<file path="config.mk">
export PLATFORM = sky130hd
export DESIGN_NAME = smrb_queue
export DESIGN_NICKNAME = d
export VERILOG_FILES = /design/src/hw/rtl/smrb_pkg.sv /design/src/hw/rtl/smrb_queue.sv
export SDC_FILE = /design/constraint.sdc
export NUM_CORES = 1
export LEC_CHECK = 0
export ABC_CLOCK_PERIOD_IN_PS = 3800
export BUFFER_PORTS_ARGS = -buffer_cell sky130_fd_sc_hd__buf_2
export CAP_MARGIN = 20
export CORE_MARGIN = 3
export CORE_UTILIZATION = 42
export DETAILED_ROUTE_END_ITERATION = 16
export GPL_TIMING_DRIVEN = 0
export PLACE_DENSITY = 0.72
export SLEW_MARGIN = 40
export SYNTH_ARGS = -nofsm -noshare
export SYNTH_HDL_FRONTEND = slang
export SYNTH_SLANG_ARGS = --single-unit
</file>
<file path="constraint.sdc">
create_clock -name clk -period 3.8 [get_ports clk]
set_input_delay 0.38 -clock clk [delete_from_list [all_inputs] [get_ports clk]]
set_output_delay 0.38 -clock clk [all_outputs]
set_load 0.03 [all_outputs]
</file>
<file path="src/hw/rtl/smrb_pkg.sv">
// Shared types and constants for the saturating mix ring buffer.
package smrb_pkg;

  localparam int unsigned POS_W    = 32;
  localparam int unsigned IDX_W    = 10;
  localparam int unsigned SAMPLE_W = 16;
  localparam int unsigned LAG_W    = 10;
  localparam int unsigned OP_W     = 2;

  localparam logic [LAG_W-1:0] READ_LAG_RESET = 10'd2;

  // Front-to-back item queue
  localparam int unsigned QUEUE_DEPTH = 4;
  localparam int unsigned QPTR_W      = 2;
  localparam int unsigned QCNT_W      = 3;

  localparam logic signed [SAMPLE_W-1:0] SAMPLE_MAX = 16'sh7fff;
  localparam logic signed [SAMPLE_W-1:0] SAMPLE_MIN = 16'sh8000;

  typedef enum logic [OP_W-1:0] {
    OP_MIX   = 2'd0,
    OP_READ  = 2'd1,
    OP_TRACK = 2'd2,
    OP_NONE  = 2'd3
  } opcode_t;

  // What the back end does with an item
  typedef enum logic [1:0] {
    CMD_PASS = 2'd0,
    CMD_MIX  = 2'd1,
    CMD_READ = 2'd2
  } cmd_kind_t;

  typedef struct packed {
    cmd_kind_t                   kind;
    logic signed [SAMPLE_W-1:0] sample;
    logic [POS_W-1:0]           tracked;
    logic [POS_W-1:0]           lagged_pos;
  } cmd_t;

  typedef enum logic [1:0] {
    BK_CLEAR = 2'd0,
    BK_IDLE  = 2'd1,
    BK_EXEC  = 2'd2
  } bk_state_t;

endpackage

</file>
<file path="src/hw/rtl/smrb_queue.sv">
// Short in-order queue of decoded items between front and back ends.
module smrb_queue #(
  parameter int unsigned SLOT_W = 10
) (
  input  logic                clk,
  input  logic                rst_n,
  input  logic                push,
  input  smrb_pkg::cmd_t      push_cmd,
  input  logic [SLOT_W-1:0]   push_slot,
  input  logic                pop,
  output logic                full,
  output logic                empty,
  output smrb_pkg::cmd_t      head_cmd,
  output logic [SLOT_W-1:0]   head_slot
);
  import smrb_pkg::*;

  cmd_t              cmd_mem  [QUEUE_DEPTH];
  logic [SLOT_W-1:0] slot_mem [QUEUE_DEPTH];
  logic [QPTR_W-1:0] wr_ptr_r, rd_ptr_r;
  logic [QCNT_W-1:0] cnt_r;

  assign full      = (cnt_r == QCNT_W'(QUEUE_DEPTH));
  assign empty     = (cnt_r == '0);
  assign head_cmd  = cmd_mem[rd_ptr_r];
  assign head_slot = slot_mem[rd_ptr_r];

  // Entry storage
  always_ff @(posedge clk) begin
    if (push) begin
      cmd_mem[wr_ptr_r]  <= push_cmd;
      slot_mem[wr_ptr_r] <= push_slot;
    end
  end

  // Pointers and fill count
  always_ff @(posedge clk) begin
    if (!rst_n) begin
      wr_ptr_r <= '0;
      rd_ptr_r <= '0;
      cnt_r    <= '0;
    end else begin
      if (push) begin
        wr_ptr_r <= wr_ptr_r + 1'b1;
      end
      if (pop) begin
        rd_ptr_r <= rd_ptr_r + 1'b1;
      end
      if (push && !pop) begin
        cnt_r <= cnt_r + 1'b1;
      end else if (pop && !push) begin
        cnt_r <= cnt_r - 1'b1;
      end
    end
  end

endmodule

</file>
==> results of run 1 <==
sequential cells by signal, indices dropped and copies added, names as in the netlist, named ones only:
signal / cells
cnt_r: 3
wr_ptr_r: 2
rd_ptr_r: 2
cmd_mem: 328
slot_mem: 40
layout make-up:
cell class                      count  share of cell area
Antenna cell                        6            0.000905
Buffer                             20             0.00935
Clock buffer                       49              0.0637
Clock inverter                     17             0.00566
Inverter                            4            0.000905
Multi-Input combinational cell    122               0.141
Sequential cell                   377               0.677
Tap cell                          435              0.0328
Timing Repair Buffer              199              0.0691
cells in the final DEF, fill, tap and decap left out, types with 4 or more instances in the layout:
master	instances
edfxtp_1	368
buf_2	198
mux4_2	92
clkbuf_16	41
buf_12	10
buf_6	9
clkbuf_1	9
dfxtp_1	9
clkinv_1	8
diode_2	6
and2_1	5
ha_1	5
inv_1	4
and2_4	4
layer usage:
metal  part of all wire  vias up  GRT usage
met2               0.49      186      0.244
met5            0.00055        -          0
met4              0.033        4     0.0573
met3              0.072       60     0.0449
li1                   -     2748          -
met1               0.40     3171      0.186
kinds of logic (layout without fill, tap and decap cells):
family,Yosys count,after routing,share of synthesized area
and+or+nand+nor,15,15,0.00666
muxes,94,94,0.152
DFF,377,377,0.818
adders and majority gates,6,6,0.00602
buffers and inverters,24,289,0.0123
other,0,6,0
AOI/OAI and AO/OA,2,2,0.000912
xor gates and xnor gates,5,5,0.00319
where the power goes:
part | switching (mW) | internal, mW
clock | 1.46 | 1.97
sequential | 0.0454 | 4.78
combinational | 0.721 | 0.428
total | 2.23 | 7.17
how the worst max path moves through the flow:
stage	depth (start not counted)	slack [ns]	start	to
finish	4	1.24	flip-flop	head_cmd[53]
global route	4	1.16	flip-flop	head_cmd[53]
CTS	4	1.17	flip-flop	head_cmd[53]
detailed placement	4	1.74	flip-flop	head_cmd[53]
global placement	2	-1.13	push	cmd_mem[1][40]
floorplan	3	0.67	wr_ptr_r[0]	cmd_mem[0][0]
critical path, cell delays in order, from the launching register on:
cell and delay [ns]:
dfxtp_1 0.32, clkbuf_2 0.37, buf_2 0.38, mux4_2 0.37, buf_2 0.21
metrics by stage:
step / power [mW] / instances / cell area, µm² / hold slack, ns / util
2_1_floorplan: 5.69 / 523 / 13700 / 0.472 / -
3_3_place_gp: 6.06 / 1147 / 15200 / 0.491 / 0.477
3_5_place_dp: 6.08 / 1157 / 15400 / 0.513 / 0.484
4_1_cts: 9.54 / 1223 / 16600 / 0.0463 / 0.520
5_1_grt: 9.79 / 1229 / 16600 / 0.0644 / 0.520
6_report: 9.40 / 1229 / 16600 / 0.0762 / 0.520
==> results.toml, run 1 <==
[timing]
period_share = 0.675
tns_ns = 0
slew_headroom = 0.545
fin_ws_ns = 1.24
rsz0062_at_grt = "no"
fmax_ghz = 0.390
hold_viol_final = 0
maxSlewViolCount = 0
tightest_slew_ns = 0.683
setup_violations = 0
min_period_ns = 2.56
skew_ns = 0.0187

[yosys]
synth_area_leaders = "edfxtp_1, mux4_2, dfxtp_1, buf_6, ha_1"
syn_nets = 625
syn_area_mm2 = 0.0137
synth.most_common_cell = "edfxtp_1"
ys.flop_type = "edfxtp_1"
synth.largest_area_cell = "edfxtp_1"
ys_warn_count = 0
syn_inst = 523
ys_seq_area_frac = 0.818
synth_top_area_share = 0.805
synthArstFlopShare = 0
syn_area_per_cell_um2 = 26.2
ys_types = 20
yosys-top-cells-count = "edfxtp_1, mux4_2"
ys_seq_elements = 377
synth_edf_count = 368

[global_route]
track_usage = 0.148
grt_antenna_before_repair = 8
grt_pass1_vias = 6821
grt-ovfl-total = 0
grt_max_degree = 36
grt_pass1_wl_um = 40000

[cells_and_area]
post_route_cells_drive_above_1_share = 0.462
syn2layout_area_growth_pct = 20.9
regArea_mm2 = 0.0112
fill_cells = 2535
multiInputGateArea_mm2 = 0.00233
final_nets = 866

[power_and_ir_drop]
vdd_drop_max_mv = 0.407
leakage_nw = 5.58
powerDensity_mw_per_mm2 = 567

[setup_path]
required_ns = 3.42
reg2reg_setup_slack_ns = 1.87
critical_path.endpoint_type = "primary output"
crit_arrival_ns = 2.18
r2r_start = "wr_ptr_r[0]"
path_class = "flip-flop to primary output"
startpoint_type = "flip-flop"
path_max_fanout = 10
worstReg2RegEnd = "cmd_mem[2][80]"
r2r_cells = 5

[floorplanning]
core_area_mm2 = 0.0319
die_x_um = 187
dieHeight_um = 187
ios = 190
start_util = 0.430
die_area_mm2 = 0.0349
core.rowCount = 65

[clocking]
numCtsBuffers = 40
post_cts_resized = 0
cts_tree = "built"
clock_path_buffers = 3
cts-root-buf = "clkbuf_16"
cts_max_level = 2
cts_sinks = 377
clk_pin_slew_ns = 0.06
cts_setup_buffers = 0
clock_latency_ns = 0.52
cts_hold_buf = 0

[min_path]
min_from = "push_cmd[8]"
hold_path.class = "input port to flip-flop"
min_to = "cmd_mem[2][8]"
hold_depth = 1

[run]
drv_cap = 0

[drt]
vias = 6169
vias_per_cell = 5.02
drt-initial-drc-count = 361
drtAntennaViolNets = 0
firstDrtPassIters = 4
wirelength_um = 25500
drcViolationCount = 0
routedWlPerCell_um = 20.7

[placement]
pre_cts_ws_ns = 1.74
dp.final_hpwl_um = 16400
gp_congestion = 0.676
io_buffers = 189

[outcome]
status = "complete, no violations"
(Power assumes the default switching activity.)
==> inputs of run 2 (changes only) <==
--- a/config.mk
+++ b/config.mk
@@ -5,7 +5,8 @@
 export SDC_FILE = /design/constraint.sdc
 export NUM_CORES = 1
 export LEC_CHECK = 0
-export ABC_CLOCK_PERIOD_IN_PS = 3800
+export ABC_AREA = 1
+export ABC_CLOCK_PERIOD_IN_PS = 2450
 export BUFFER_PORTS_ARGS = -buffer_cell sky130_fd_sc_hd__buf_2
 export CAP_MARGIN = 20
 export CORE_MARGIN = 3
==> constraint.sdc (replaced) <==
create_clock -name clk -period 2.45 [get_ports clk]
set_input_delay 0.245 -clock clk [delete_from_list [all_inputs] [get_ports clk]]
set_output_delay 0.245 -clock clk [all_outputs]
set_load 0.03 [all_outputs]
==> run 2 against run 1 <==
Setup slack worse by 1.1 ns. Hold slack worse by 0.060 ns. Largest cell class unchanged. Register-to-register slack worse by 1.6 ns. Sequential share of layout area down 6.5 points. Critical endpoint is now head_cmd[62].
==> results.toml, run 2 <==
[outcome]
status = "complete, no violations"

[cells_and_area]
layout_commonest_cell = "edfxtp_1"
final_cell_area_mm2 = 0.0183
regMostFlops = "cmd_mem"
largest_registers = "cmd_mem: 328 flops, slot_mem: 40 flops, cnt_r: 3 flops"
post-route-util = 0.560
fill_cells = 2551
largest_reg_flops = 328
final_nets = 1391
post_route_cells_drive_above_1_share = 0.247
syn2layout_area_growth_pct = 30.3
final_cell_mix = "edfxtp_1, buf_2, nor2_1, o21ai_0, dlygate4sd3_1"

[setup_path]
crit_arrival_ns = 2.08
crit_chain = "buf_6, inv_4, buf_6, buf_6, o21ai_1, o22ai_1, buf_2"
r2r_start = "wr_ptr_r[1]"
reg2reg_setup_slack_ns = 0.25
path_class = "flip-flop to primary output"
worstReg2RegEnd = "cmd_mem[1][77]"
crit_path_end = "head_cmd[62]"
r2r_cells = 7
required_ns = 2.20
startpoint_type = "flip-flop"
slowest_stage = "dfxtp_2"
max_stage_delay_ns = 0.36
cp_common_cell = "buf_6"
path_max_fanout = 10
critical_path.endpoint_type = "primary output"

[timing]
tns_ns = 0
maxSlewViolCount = 0
min_period_ns = 2.32
rsz0062_at_grt = "no"
skew_ns = 0.0162
period_share = 0.948
hold_viol_final = 0
tightest_slew_ns = 0.595
slew_headroom = 0.603
fmax_ghz = 0.430
setup_violations = 0

[placement]
gp_congestion = 0.719
place_area_mm2 = 0.0160
io_buffers = 189
dp.final_hpwl_um = 21400

[floorplanning]
core.rowCount = 66
die_x_um = 189
die_area_mm2 = 0.0357
ios = 190
core_area_mm2 = 0.0328
start_util = 0.429
dieHeight_um = 189

[yosys]
synth_edf_count = 368
synthArstFlopShare = 0
ys_warn_count = 0
syn_area_per_cell_um2 = 14.8
syn_nets = 1050
yosys-top-cells-count = "edfxtp_1, nor2_1, o21ai_0, o22ai_1, o21ai_1"
ys.flop_type = "edfxtp_1"
synth_top_area_share = 0.785
syn_area_mm2 = 0.0141
synth.most_common_cell = "edfxtp_1"
syn_inst = 948
ys_seq_area_frac = 0.798
ys_seq_elements = 377
synth_area_leaders = "edfxtp_1, nor2_1, o21ai_0, o22ai_1, o21ai_1"
ys_types = 20
synth.largest_area_cell = "edfxtp_1"

[drt]
firstDrtPassIters = 5
vias_per_cell = 5.28
wirelength_um = 34700
routedWlPerCell_um = 19.7
drtAntennaViolNets = 0
drt-initial-drc-count = 647
vias = 9297
drcViolationCount = 0

[power_and_ir_drop]
p_int_mw = 11.8
clkPwrFrac = 0.395
leakage_nw = 6.56
power_mw = 15.5
vdd_drop_max_mv = 0.665
powerDensity_mw_per_mm2 = 844
pwr-share-seq = 0.480
swShare = 0.239
p_switching_mw = 3.69
comb_power_share = 0.125

[global_route]
grt_pass1_vias = 9597
track_usage = 0.190
grt_max_degree = 23
grt_antenna_before_repair = 1
grt-ovfl-total = 0
grt_pass1_wl_um = 53100

[clocking]
clock_path_buffers = 3
clock_latency_ns = 0.51
numCtsBuffers = 39
cts_tree = "built"
cts-root-buf = "clkbuf_16"
clk_pin_slew_ns = 0.06
cts_max_level = 2
cts_sinks = 377

[run]
drv_cap = 0

[min_path]
hold_depth = 3
hold_path.class = "input port to flip-flop"
==> run 2: changes by cell type after synthesis, sizes merged, moves of 15 or more <==
cell    before  now
buf         18   33
o21ai        1  190
mux4        92    0
clkbuf       2   27
nor2         0  189
o22ai        0   92
==> run 2: repair_timing <==
item / in CTS / in global routing
buffers inserted: 0 / 0
pin swaps: 0 / 0
endpoints found under the setup margin: 80 / 20
resized for setup: 20 / 5
hold endpoints to repair: 368 / 0
hold buffers: 92 / 0
==> run 2: layer usage <==
| metal | share of wire | up-vias | GRT usage |
|---|---|---|---|
| met1 | 0.41 | 4581 | 0.243 |
| met4 | 0.019 | 0 | 0.0516 |
| met2 | 0.49 | 383 | 0.324 |
| met5 | 0 | - | 0 |
| met3 | 0.081 | 54 | 0.0478 |
| li1 | - | 4279 | - |
==> run 2: kinds of logic after synthesis <==
group	synth area share
fa+ha+maj	0.00587
flops	0.798
simple gates	0.0543
compound gates	0.110
buf+inv	0.0321
==> run 2: power by group through the flow <==
stage	clock network [mW]	logic (mW)	registers, mW
3_5_place_dp	0	1.81	7.57
4_1_cts	6.24	1.94	7.43
3_3_place_gp	0	1.68	7.59
6_report	6.12	1.93	7.44
5_1_grt	6.48	2.08	7.45
2_1_floorplan	0	1.07	7.57
==> run 2: worst min-delay path by stage <==
stage                      startpoint             to  slack [ns]
after global routing            rst_n       cnt_r[2]        0.02
after global placement    rd_ptr_r[1]    rd_ptr_r[1]        0.43
after CTS                       rst_n       cnt_r[2]       0.001
after detailed placement  rd_ptr_r[1]      flip-flop        0.46
after floorplan           push_cmd[0]  cmd_mem[0][0]        0.34
final                           rst_n       cnt_r[2]        0.02
==> run 2: cell type report <==
cell class                 count  area [µm²]  share of cell area
clock buffer                  50        1100              0.0600
multi-input combinational    494        2400               0.131
buffer                        60         415              0.0226
tap                          442         553              0.0301
clock inverter                20         243              0.0132
sequential                   377       11200               0.612
antenna                        2        5.00            0.000273
timing repair buffer         300        2320               0.126
inverter                      17        81.3             0.00443
==> run 2: stage by stage <==
| step | std cells | setup slack, ns | hold WS [ns] |
|---|---|---|---|
| 3_5_place_dp | 1598 | 0.222 | 0.459 |
| 5_1_grt | 1760 | 0.0272 | 0.0214 |
| 6_report | 1762 | 0.127 | 0.0167 |
| 2_1_floorplan | 948 | 0.0218 | 0.344 |
| 3_3_place_gp | 1579 | -1.18 | 0.435 |
| 4_1_cts | 1760 | 0.0246 | 0.00130 |
==> run 2: worst max-delay path, delay by kind of cell (launching register included) <==
family,cells,cell delay (ns)
buffers and inverters,5,0.89
DFF,1,0.36
AOI/OAI and AO/OA,2,0.29
