`config.mk`:
```
export PLATFORM = sky130hd
export DESIGN_NAME = smrb_front
export DESIGN_NICKNAME = d
export VERILOG_FILES = /design/src/hw/rtl/smrb_pkg.sv /design/src/hw/rtl/smrb_front.sv
export SDC_FILE = /design/constraint.sdc
export NUM_CORES = 1
export LEC_CHECK = 0
export BUFFER_PORTS_ARGS = -buffer_cell sky130_fd_sc_hd__buf_2
export CAP_MARGIN = 20
export CORE_MARGIN = 1.5
export CORE_UTILIZATION = 40
export CTS_CLUSTER_DIAMETER = 200
export DETAILED_ROUTE_END_ITERATION = 6
export MAX_ROUTING_LAYER = met4
export PLACE_DENSITY_LB_ADDON = 0.3
export RECOVER_POWER = 50
export SETUP_SLACK_MARGIN = 0.1
export SLEW_MARGIN = 10
export SYNTH_ARGS = -nofsm -noshare
export SYNTH_HDL_FRONTEND = slang
export SYNTH_SLANG_ARGS = --single-unit
```
`constraint.sdc`:
```
create_clock -name clk -period 12.06 [get_ports clk]
set_input_delay 1.206 -clock clk [delete_from_list [all_inputs] [get_ports clk]]
set_output_delay 1.206 -clock clk [all_outputs]
set_load 0.02 [all_outputs]
```
`src/hw/rtl/smrb_pkg.sv`:
```
// Shared types and constants for the saturating mix ring buffer.
package smrb_pkg;

  localparam int unsigned POS_W    = 32;
  localparam int unsigned IDX_W    = 10;
  localparam int unsigned SAMPLE_W = 16;
  localparam int unsigned LAG_W    = 10;
  localparam int unsigned OP_W     = 2;

  localparam logic [LAG_W-1:0] READ_LAG_RESET = 10'd2;

  // Front-to-back item queue
  localparam int unsigned QUEUE_DEPTH = 4;
  localparam int unsigned QPTR_W      = 2;
  localparam int unsigned QCNT_W      = 3;

  localparam logic signed [SAMPLE_W-1:0] SAMPLE_MAX = 16'sh7fff;
  localparam logic signed [SAMPLE_W-1:0] SAMPLE_MIN = 16'sh8000;

  typedef enum logic [OP_W-1:0] {
    OP_MIX   = 2'd0,
    OP_READ  = 2'd1,
    OP_TRACK = 2'd2,
    OP_NONE  = 2'd3
  } opcode_t;

  // What the back end does with an item
  typedef enum logic [1:0] {
    CMD_PASS = 2'd0,
    CMD_MIX  = 2'd1,
    CMD_READ = 2'd2
  } cmd_kind_t;

  typedef struct packed {
    cmd_kind_t                   kind;
    logic signed [SAMPLE_W-1:0] sample;
    logic [POS_W-1:0]           tracked;
    logic [POS_W-1:0]           lagged_pos;
  } cmd_t;

  typedef enum logic [1:0] {
    BK_CLEAR = 2'd0,
    BK_IDLE  = 2'd1,
    BK_EXEC  = 2'd2
  } bk_state_t;

endpackage

```
`src/hw/rtl/smrb_front.sv`:
```
// Front end: accepts items, tracks playback position, decides burst acceptance.
module smrb_front #(
  parameter int unsigned ADDR_W = 10
) (
  input  logic                              clk,
  input  logic                              rst_n,
  input  logic                              accept,
  input  logic [smrb_pkg::OP_W-1:0]         opcode,
  input  logic [smrb_pkg::POS_W-1:0]        base_position,
  input  logic [smrb_pkg::IDX_W-1:0]        sample_index,
  input  logic signed [smrb_pkg::SAMPLE_W-1:0] sample_in,
  input  logic                              last_sample,
  input  logic [smrb_pkg::IDX_W-1:0]        playback_offset,
  input  logic                              cfg_we,
  input  logic [smrb_pkg::LAG_W-1:0]        cfg_wdata,
  output smrb_pkg::cmd_t                    cmd,
  output logic [ADDR_W-1:0]                 slot
);
  import smrb_pkg::*;

  logic [POS_W-1:0]        pos_r, pos_nxt;
  logic                    burst_r, burst_nxt;
  logic [LAG_W-1:0]        lag_r;
  opcode_t                 op;
  cmd_kind_t               kind;
  logic [POS_W-1:0]        addr_sum;
  logic [POS_W-1:0]        off_ext;
  logic [ADDR_W-1:0]       off;
  logic [ADDR_W-1:0]       low;
  logic                    wrap;
  logic [POS_W-ADDR_W-1:0] wrap_hi;
  logic                    first_ok;

  assign op = opcode_t'(opcode);

  // Slot address: low bits of base plus index
  assign addr_sum = base_position + POS_W'(sample_index);
  assign slot     = addr_sum[ADDR_W-1:0];

  // Position extension: keep wrap count, step it when the offset goes backwards
  assign off_ext = POS_W'(playback_offset);
  assign off     = off_ext[ADDR_W-1:0];
  assign low     = pos_r[ADDR_W-1:0];
  assign wrap    = (off < low);
  assign wrap_hi = pos_r[POS_W-1:ADDR_W] + (POS_W-ADDR_W)'(wrap);

  // Stale check on the first sample, latched flag otherwise
  assign first_ok = (sample_index == '0) ? (base_position >= pos_r) : burst_r;

  // Item decode
  always_comb begin
    pos_nxt   = pos_r;
    burst_nxt = burst_r;
    kind      = CMD_PASS;
    unique case (op)
      OP_MIX: begin
        kind      = first_ok ? CMD_MIX : CMD_PASS;
        burst_nxt = last_sample ? 1'b0 : first_ok;
      end
      OP_READ: begin
        kind = CMD_READ;
      end
      OP_TRACK: begin
        pos_nxt = {wrap_hi, off};
      end
      OP_NONE: begin
        kind = CMD_PASS;
      end
      default: begin
        kind = CMD_PASS;
      end
    endcase
  end

  assign cmd.kind       = kind;
  assign cmd.sample     = sample_in;
  assign cmd.tracked    = pos_nxt;
  assign cmd.lagged_pos = pos_nxt - POS_W'(lag_r);

  // Position, burst flag and lag register
  always_ff @(posedge clk) begin
    if (!rst_n) begin
      pos_r   <= '0;
      burst_r <= 1'b0;
      lag_r   <= READ_LAG_RESET;
    end else begin
      if (accept) begin
        pos_r   <= pos_nxt;
        burst_r <= burst_nxt;
      end
      if (cfg_we) begin
        lag_r <= cfg_wdata;
      end
    end
  end

endmodule

```
==> results of run 1 <==
-- worst min-delay path by stage --
| stage | start | endpoint | cells past startpoint |
|---|---|---|---|
| 2_1_floorplan | burst_r | burst_r | 2 |
| 3_3_place_gp | burst_r | burst_r | 2 |
| 3_5_place_dp | burst_r | burst_r | 2 |
| 4_1_cts | burst_r | burst_r | 2 |
| 5_1_grt | burst_r | burst_r | 2 |
| 6_report | burst_r | burst_r | 2 |
-- where the power goes --
group          leakage, nW  internal [mW]  switching (mW)  total [mW]
Clock               0.0669         0.0766          0.0584       0.135
Combinational         2.17         0.0961           0.149       0.245
Sequential           0.350          0.146         0.00265       0.148
-- cell usage in the layout, fill, tap and decap left out, types with 21 or more instances in the layout --
cell type	instances
sky130_fd_sc_hd__buf_2	122
sky130_fd_sc_hd__xnor2_1	65
sky130_fd_sc_hd__ha_1	62
sky130_fd_sc_hd__inv_1	56
sky130_fd_sc_hd__nand2_1	44
sky130_fd_sc_hd__dfxtp_1	43
sky130_fd_sc_hd__o21ai_0	28
sky130_fd_sc_hd__nor2b_1	27
sky130_fd_sc_hd__nor2_1	25
sky130_fd_sc_hd__clkbuf_1	24
sky130_fd_sc_hd__mux2i_1	21
sky130_fd_sc_hd__a21oi_1	21
sky130_fd_sc_hd__a21o_1	21
-- registers in the layout, summed over array words and instances, names as in the netlist --
name	flops
pos_r	32
lag_r	10
burst_r	1
-- critical path: cells and delay by family --
family / cells / cell delay [ps]
AO/OA/AOI/OAI: 3 / 1460
XOR/XNOR: 1 / 150
AND/OR/NAND/NOR: 6 / 1530
buffers and inverters: 3 / 970
adder cells (fa/ha/maj): 1 / 410
-- kinds of logic after synthesis --
| group | share of synthesized area |
|---|---|
| and+or+nand+nor | 0.225 |
| AOI/OAI and AO/OA | 0.140 |
| muxes | 0.0466 |
| DFF | 0.181 |
| adders and majority gates | 0.172 |
| buffers and inverters | 0.0895 |
| xor gates and xnor gates | 0.146 |
-- through the flow --
step                       util  setup WS (ps)
after floorplan               -           5930
after global placement    0.473           5490
after detailed placement  0.473           5380
after CTS                 0.485           5340
after global routing      0.483           4510
final                     0.483           5120
-- metal layers --
| layer | vias to the layer above | wire length [um] | track usage |
|---|---|---|---|
| met2 | 149 | 5780 | 0.345 |
| met5 | - | 0 | - |
| met3 | 15 | 866 | 0.0408 |
| met1 | 2019 | 5640 | 0.256 |
| li1 | 2264 | - | - |
| met4 | 0 | 230 | 0.0599 |
-- layout make-up --
type                            instances  area [um^2]  share of cell area
Clock buffer                            6          129              0.0232
Clock inverter                          2         12.5             0.00225
Inverter                               57          214              0.0385
Multi-Input combinational cell        461         3470               0.624
Sequential cell                        43          861               0.155
Tap cell                              143          179              0.0322
Timing Repair Buffer                  145          697               0.125
==> metrics list, run 1 <==
* Via-to-Cell Ratio: between 5 and 6
- Post-detailed-route count of antenna-violating nets: 0
- For this run, the register share of the synthesized area comes to 0.181.
- Net count after synthesis: around 750
- Max-cap violations: 1
- Post-synth top cells: 65 x sky130_fd_sc_hd__xnor2_1, 62 x sky130_fd_sc_hd__ha_1, 56 x sky130_fd_sc_hd__inv_1, 44 x sky130_fd_sc_hd__nand2_1, 43 x sky130_fd_sc_hd__dfxtp_1
* Avg Inst Size Synth: 7.96 um^2
- Slew at the pin closest to its max-slew limit: between 1500 and 2000 ps
* Insertion delay to the later sink of the worst-skew pair: 290 ps
* Max-slew violation count: 45
- TritonCTS clock tree: built
- On the final layout, the worst clock skew is about 7.8 ps.
- Power density of the placed cells: roughly 95 mW/mm^2
- The most used flip-flop cell after synthesis is sky130_fd_sc_hd__dfxtp_1.
- The share of synthesized area in the top cell type comes to 0.181.
- Most used standard cell by instance count after synthesis: sky130_fd_sc_hd__xnor2_1
- The flow ran to the end, but the final reports show violations.
- Clock-pin slew was measured on the worst setup and hold paths at about 70 ps.
* R2R Setup Slk: 7840 ps
- Vias after detailed routing: approximately 4400
- The worst-case IR drop observed on VDD is around 55 uV.
- YS warnings: 0
- Of the cells placed in the final design, the portion with a size suffix greater than 1 is 0.189.
* Iteration-0 DRC Markers: around 170
- Ranked by total cell area, the synthesized netlist is headed by sky130_fd_sc_hd__dfxtp_1 18%, sky130_fd_sc_hd__ha_1 16%, sky130_fd_sc_hd__xnor2_1 12%, sky130_fd_sc_hd__inv_1 4.4%, sky130_fd_sc_hd__mux2i_1 4.4%.
- Walking the worst path, the cells encountered are clkbuf_1 -> nor2b_1 -> clkbuf_1 -> o21ai_0 -> ha_1 -> nor2b_1 -> nor3_1 -> o21ai_0 -> a2111oi_1 -> and4_1 -> nand4_1 -> nor2_1 -> xor2_1 -> buf_2.
* Top achievable clock speed: 0.144 GHz
- The first global-routing pass estimated 20700 um of wire.
- Violations in the final reports: design-rule violations, max-capacitance violations, max-slew violations
- Detailed placement finished with a half-perimeter wire length of approximately 10000 um.
* Cell area after technology mapping: 0.00475 mm^2
- Reg-to-Reg End: pos_r[30]
- Summed over all failing endpoints, the final setup total negative slack is 0 ps.
- The worst setup path is launched from an input port.
* Worst reg2reg path startpoint: pos_r[1]
- Number of distinct library cell variants in the gate-level netlist after synthesis: 54
- The congestion estimate from routability-driven global placement came to approximately 0.91.
- Antenna violations before repair: 0
* Count of flip-flops with a built-in enable after synthesis: 0
- Count of placed standard cells in the final layout, fillers left out: 857
- Area added between synthesis and finish: 17.0%
- For this configuration, the core starts out at a cell density of 0.413.
- Number of setup buffers added after CTS: 0
- Hold repair after CTS inserted 0 buffers.
- End of the critical path: cmd[30]
* Min-Delay Path Class: flop to flop
* Number of clock buffers inserted by TritonCTS: 5
- Dividing the final minimum period by the clock period gives 0.575.
- Number of search-and-repair iterations in the first detailed-routing pass: 7
- In this run the worst path has a maximum fanout of 19.
- Number of H-tree levels: 2
- R2R cell count: 17
- For the worst setup path, the data arrival time is approximately 5700 ps.
* Clock Root Buffer: sky130_fd_sc_hd__clkbuf_16
- Beginning of the critical path: opcode[1]
* Avg WL per Cell: between 10 and 15 um
- Number of synthesized register bits: 43
- Setup repair after global routing left no endpoint under its margin.
* Crit Path Class: input port to output port
- The floorplan step set the die height to 112 um.
- The clock period could shrink to around 7000 ps.
- Combined global-route utilization of all metal layers: 0.207
* Fillers: 1148
- Post-CTS repair changed the size of 0 cells.
- Dominant cell type by area after synthesis: sky130_fd_sc_hd__dfxtp_1
- Summed over all cells, the static leakage comes to 2.59 nW.
- CTS saw 43 sinks.
- Final hold analysis gives a worst-case slack of about 480 ps.
* Number of antenna repair diodes: 0
- During placement, the flow inserted port buffers numbering 144.
* Required time worst endpoint: 10850 ps
- After routing the design area is approximately 0.0056 mm^2.
* Worst slew margin: -0.116
- In the synthesized netlist, the number of instances is approximately 600.
- Post-layout power: 0.528 mW
- The hold violation total from the final report is 0.
* Row cnt: 39
* Crit end category: output port
* DIE AREA: 0.0125 mm^2
- Once placement completed, the tool counted placed cells totaling roughly 850.
- Nets: roughly 860
- Counting along the longest clock path gives a buffer depth of 2.
- Remaining routing DRC violations: 14
- Final wirelength: between 10000 and 15000 um
- Number of I/O pins: roughly 180
- In this design, the stage delay of the slowest critical-path cell is approximately 900 ps.
- Gr ovfl total: 0
- The floorplan step set the die width to 112 um.
- The via count of the first global-routing pass came to around 4500.
- Setup violations remaining at the end of the flow were counted as 0.
- Pin count of the biggest net entering global routing: 45
- The placed instances occupy a cell area of between 0.005 and 0.006 mm^2.
- In the synthesized netlist the async set-or-reset flop fraction comes to 0.
* Area inside the core boundary: roughly 0.012 mm^2
* Standard cell with the maximum stage delay on the critical path: sky130_fd_sc_hd__a2111oi_1
(Power assumes the default switching activity.)
==> run 2: changes to the inputs <==
clock period = 6.4 ns   (was 12.06 ns; I/O delays follow)
==> run 2 against run 1 <==
  * The flow still finishes with violations (design-rule violations, max-capacitance violations, max-slew violations)
  * Critical path depth rose by 5
  * Global-route usage up 0.14 points
  * Clock skew down 2.5 ps
  * Routed wire length up 1.1%
  * Worst hold slack lost 3.0 ps
  * Power up 99%
==> metrics list, run 2 (synthesis results as in run 1) <==
- The post-CTS resize count is 0 (unchanged).
- The count of antenna diodes in the layout came to 0 (unchanged).
- Relative contribution of the clock network to total power: 0.293 (was 0.255)
- Number of H-tree levels: 2 (unchanged)
- Max-cap violations: 1 (unchanged)
- The port buffer count came to 144 (unchanged).
- Final wirelength: 12700 um (was 12500 um)
* Crit path arrival time: 4920 ps (was 5730 ps)
- Placer congestion estimate: 0.905 (was 0.907)
* Clock tree buffer depth: 2 (unchanged)
* Regs by FF count: pos_r x32, lag_r x10, burst_r x1 (unchanged)
* Number of flip-flops in the largest register: 32 (unchanged)
* Crit Path Class: input port to output port (unchanged)
* Number of failing setup endpoints in the final timing report: 0 (unchanged)
* Largest clock skew in the final design: 5.30 ps (was 7.75 ps)
* Via-to-Cell Ratio: 5.16 (was 5.19)
- The routed wire length per instance was 14.7 um (was 14.6 um).
- The via count of the first global-routing pass is 4436 (was 4499).
- Chip Height: 112 um (unchanged)
- Sequence of cells on the critical path: buf_2 -> ha_1 -> a21o_1 -> a21o_1 -> a21oi_1 -> nor2b_1 -> o21ai_0 -> a21oi_1 -> a31oi_1 -> ha_1 -> and4b_1 -> nand4_2 -> nor3_1 -> nand2_1 -> o31ai_1 -> nand4_1 -> nor2_1 -> xor2_1 -> buf_2 (was clkbuf_1 -> nor2b_1 -> clkbuf_1 -> o21ai_0 -> ha_1 -> nor2b_1 -> nor3_1 -> o21ai_0 -> a2111oi_1 -> and4_1 -> nand4_1 -> nor2_1 -> xor2_1 -> buf_2).
- The first-pass GRT wire length is 20800 um (was 20700 um).
* Die X-Extent: 112 um (unchanged)
- TritonCTS clock tree: built (unchanged)
- The starting utilization of the core area came to 0.413 (unchanged).
- Number of I/O pins: 177 (unchanged)
- Detailed placer's ending HPWL: 10300 um (about the same)
* Most frequent standard cell in the layout excluding fill and tap cells: sky130_fd_sc_hd__buf_2 (unchanged)
- The maximum vdd ir drop was 121 uV (was 54.9 uV).
- Crit end category: output port (unchanged)
- The leakage power figure is 2.61 nW (was 2.59 nW).
- The highest cell delay on the worst timing path is 680 ps (was 900 ps).
- Largest register by flop count: pos_r (unchanged)
- Post-detailed-route count of antenna-violating nets: 0 (unchanged)
- The final-layout setup total negative slack came to 0 ps (unchanged).
* Insertion delay to the later sink of the worst-skew pair: 290 ps (about the same)
* Final critical-path share of the clock period: 0.869
* DIE AREA: 0.0125 mm^2 (unchanged)
- The sequential standard cell area was 861 um^2 (unchanged).
- The finished layout cell area is 0.00559 mm^2 (was 0.00556 mm^2).
- The required time reported for the critical path endpoint was 5760 ps (was 10850 ps).
* Post-placement setup slack: 917 ps (was 5380 ps)
- The number of filler instances in the final layout is 1132 (was 1148).
- Vias after detailed routing: 4425 (was 4447)
* Switching Share: 0.381 (was 0.397)
- Most used cells in the layout excluding fill and tap cells: 119 x sky130_fd_sc_hd__buf_2, 65 x sky130_fd_sc_hd__xnor2_1, 62 x sky130_fd_sc_hd__ha_1, 56 x sky130_fd_sc_hd__inv_1, 44 x sky130_fd_sc_hd__nand2_1 (was 122 x sky130_fd_sc_hd__buf_2, 65 x sky130_fd_sc_hd__xnor2_1, 62 x sky130_fd_sc_hd__ha_1, 56 x sky130_fd_sc_hd__inv_1, 44 x sky130_fd_sc_hd__nand2_1).
* Number of buffers inserted by hold repair at cts: 0 (unchanged)
* Top achievable clock speed: 0.180 GHz
* Clock Root Buffer: sky130_fd_sc_hd__clkbuf_16 (unchanged)
- The relative max-transition margin was -0.136 (was -0.116).
* Clock transition at path regs: 60 ps (was 70 ps)
* Status: complete, but fails checks (unchanged)
- The number of buffers inserted to repair setup after CTS is 0 (unchanged).
- The area taken by multi-input logic gates came to 0.00347 mm^2 (about the same).
- The power spent charging and discharging nets is 0.399 mW (was 0.210 mW).
- Max-slew violation count: 45 (unchanged)
- The overall fraction of global-route tracks in use is 0.209 (was 0.207).
- The sum of overflow across all layers after global routing was 0 (unchanged).
- The first-pass iteration count of the detailed router came to 7 (unchanged).
- Row cnt: 39 (unchanged)
* Number of clock buffers inserted by TritonCTS: 5 (unchanged)
* Area inside the core boundary: 0.0115 mm^2 (unchanged)
* Power density of the placed cells: 188 mW/mm^2 (was 95.0 mW/mm^2)
- The initial DRC count is 178 (was 173).
* Proportion of power drawn by flip-flops and latches: 0.266 (was 0.281)
- Period minus WS final: 5560 ps
- Unrepaired setup endpoints after global routing: no (unchanged).
- Violations in the final reports: design-rule violations, max-capacitance violations, max-slew violations (unchanged)
- Antenna violations before repair: 0 (unchanged)
- Kind of start point of the critical path: input port (unchanged)
- The highest fanout seen on the critical path is 9 (was 19).
* Area post-placement: 0.00546 mm^2 (was 0.00545 mm^2)
- The least setup slack across all paths after layout was 839 ps (was 5120 ps).
- The pin count of the biggest net entering global routing was 45 (unchanged).
- Share of total power in combinational logic: 0.441 (was 0.464)
* Clock sink total: 43 (unchanged)
- The hold violation total from the final report was 0 (unchanged).
- Slew at the pin closest to its max-slew limit: 1700 ps (was 1670 ps)
- The cell with the largest stage delay on the worst path was sky130_fd_sc_hd__nor3_1 (was sky130_fd_sc_hd__a2111oi_1).
- Internal cell power: 0.650 mW (was 0.319 mW)
- The total DRC errors in the routed layout was 15 (was 14).
* Nets: 863 (was 862)
- Proportion of layout cells with a drive suffix above 1: 0.187 (was 0.189)
* Area added between synthesis and finish: 17.7% (was 17.0%)
* Min-Delay Path Class: flop to flop (unchanged)
[run 2: layout make-up]
cell class | count | share of cell area
sequential | 43 | 0.154
tap | 143 | 0.0320
clock inverter | 2 | 0.00626
inverter | 57 | 0.0382
timing repair buffer | 146 | 0.125
multi-input combinational | 461 | 0.620
clock buffer | 6 | 0.0248
[run 2: power groups by stage]
stage / sequential, mW / combinational (mW) / clock (mW)
floorplan: 0.284 / 0.329 / 0
global placement: 0.285 / 0.458 / 0
detailed placement: 0.285 / 0.467 / 0
CTS: 0.279 / 0.470 / 0.313
global route: 0.280 / 0.504 / 0.322
finish: 0.279 / 0.463 / 0.307
[run 2: routing by layer]
metal / GRT usage / part of all wire / vias up
li1: - / - / 2260
met1: 0.259 / 0.45 / 2025
met2: 0.351 / 0.47 / 131
met3: 0.0425 / 0.068 / 9
met4: 0.0481 / 0.0097 / 0
met5: - / 0 / -
[run 2: path summary, 6_finish.rpt]
path                                          from         to  slack, ps  depth (start not counted)
worst max-delay path            playback_offset[1]    cmd[30]        840                         19
worst min-delay path                       burst_r    burst_r        480                          2
worst max register to register            pos_r[1]  pos_r[30]       2070                         17
worst min register to register             burst_r    burst_r        480                          2
[run 2: worst max-delay path, delay by kind of cell]
family / cells / cell delay (ps)
simple gates: 7 / 2070
buf+inv: 2 / 290
fa+ha+maj: 2 / 520
xor+xnor: 1 / 150
compound gates: 7 / 1260
[run 2: per-stage QoR]
stage	util	instances	total power, mW	hold slack [ps]
6_report	0.486	858	1.05	476
4_1_cts	0.489	858	1.06	484
3_3_place_gp	0.474	850	0.743	457
2_1_floorplan	-	597	0.613	446
3_5_place_dp	0.474	850	0.752	474
5_1_grt	0.486	858	1.11	508
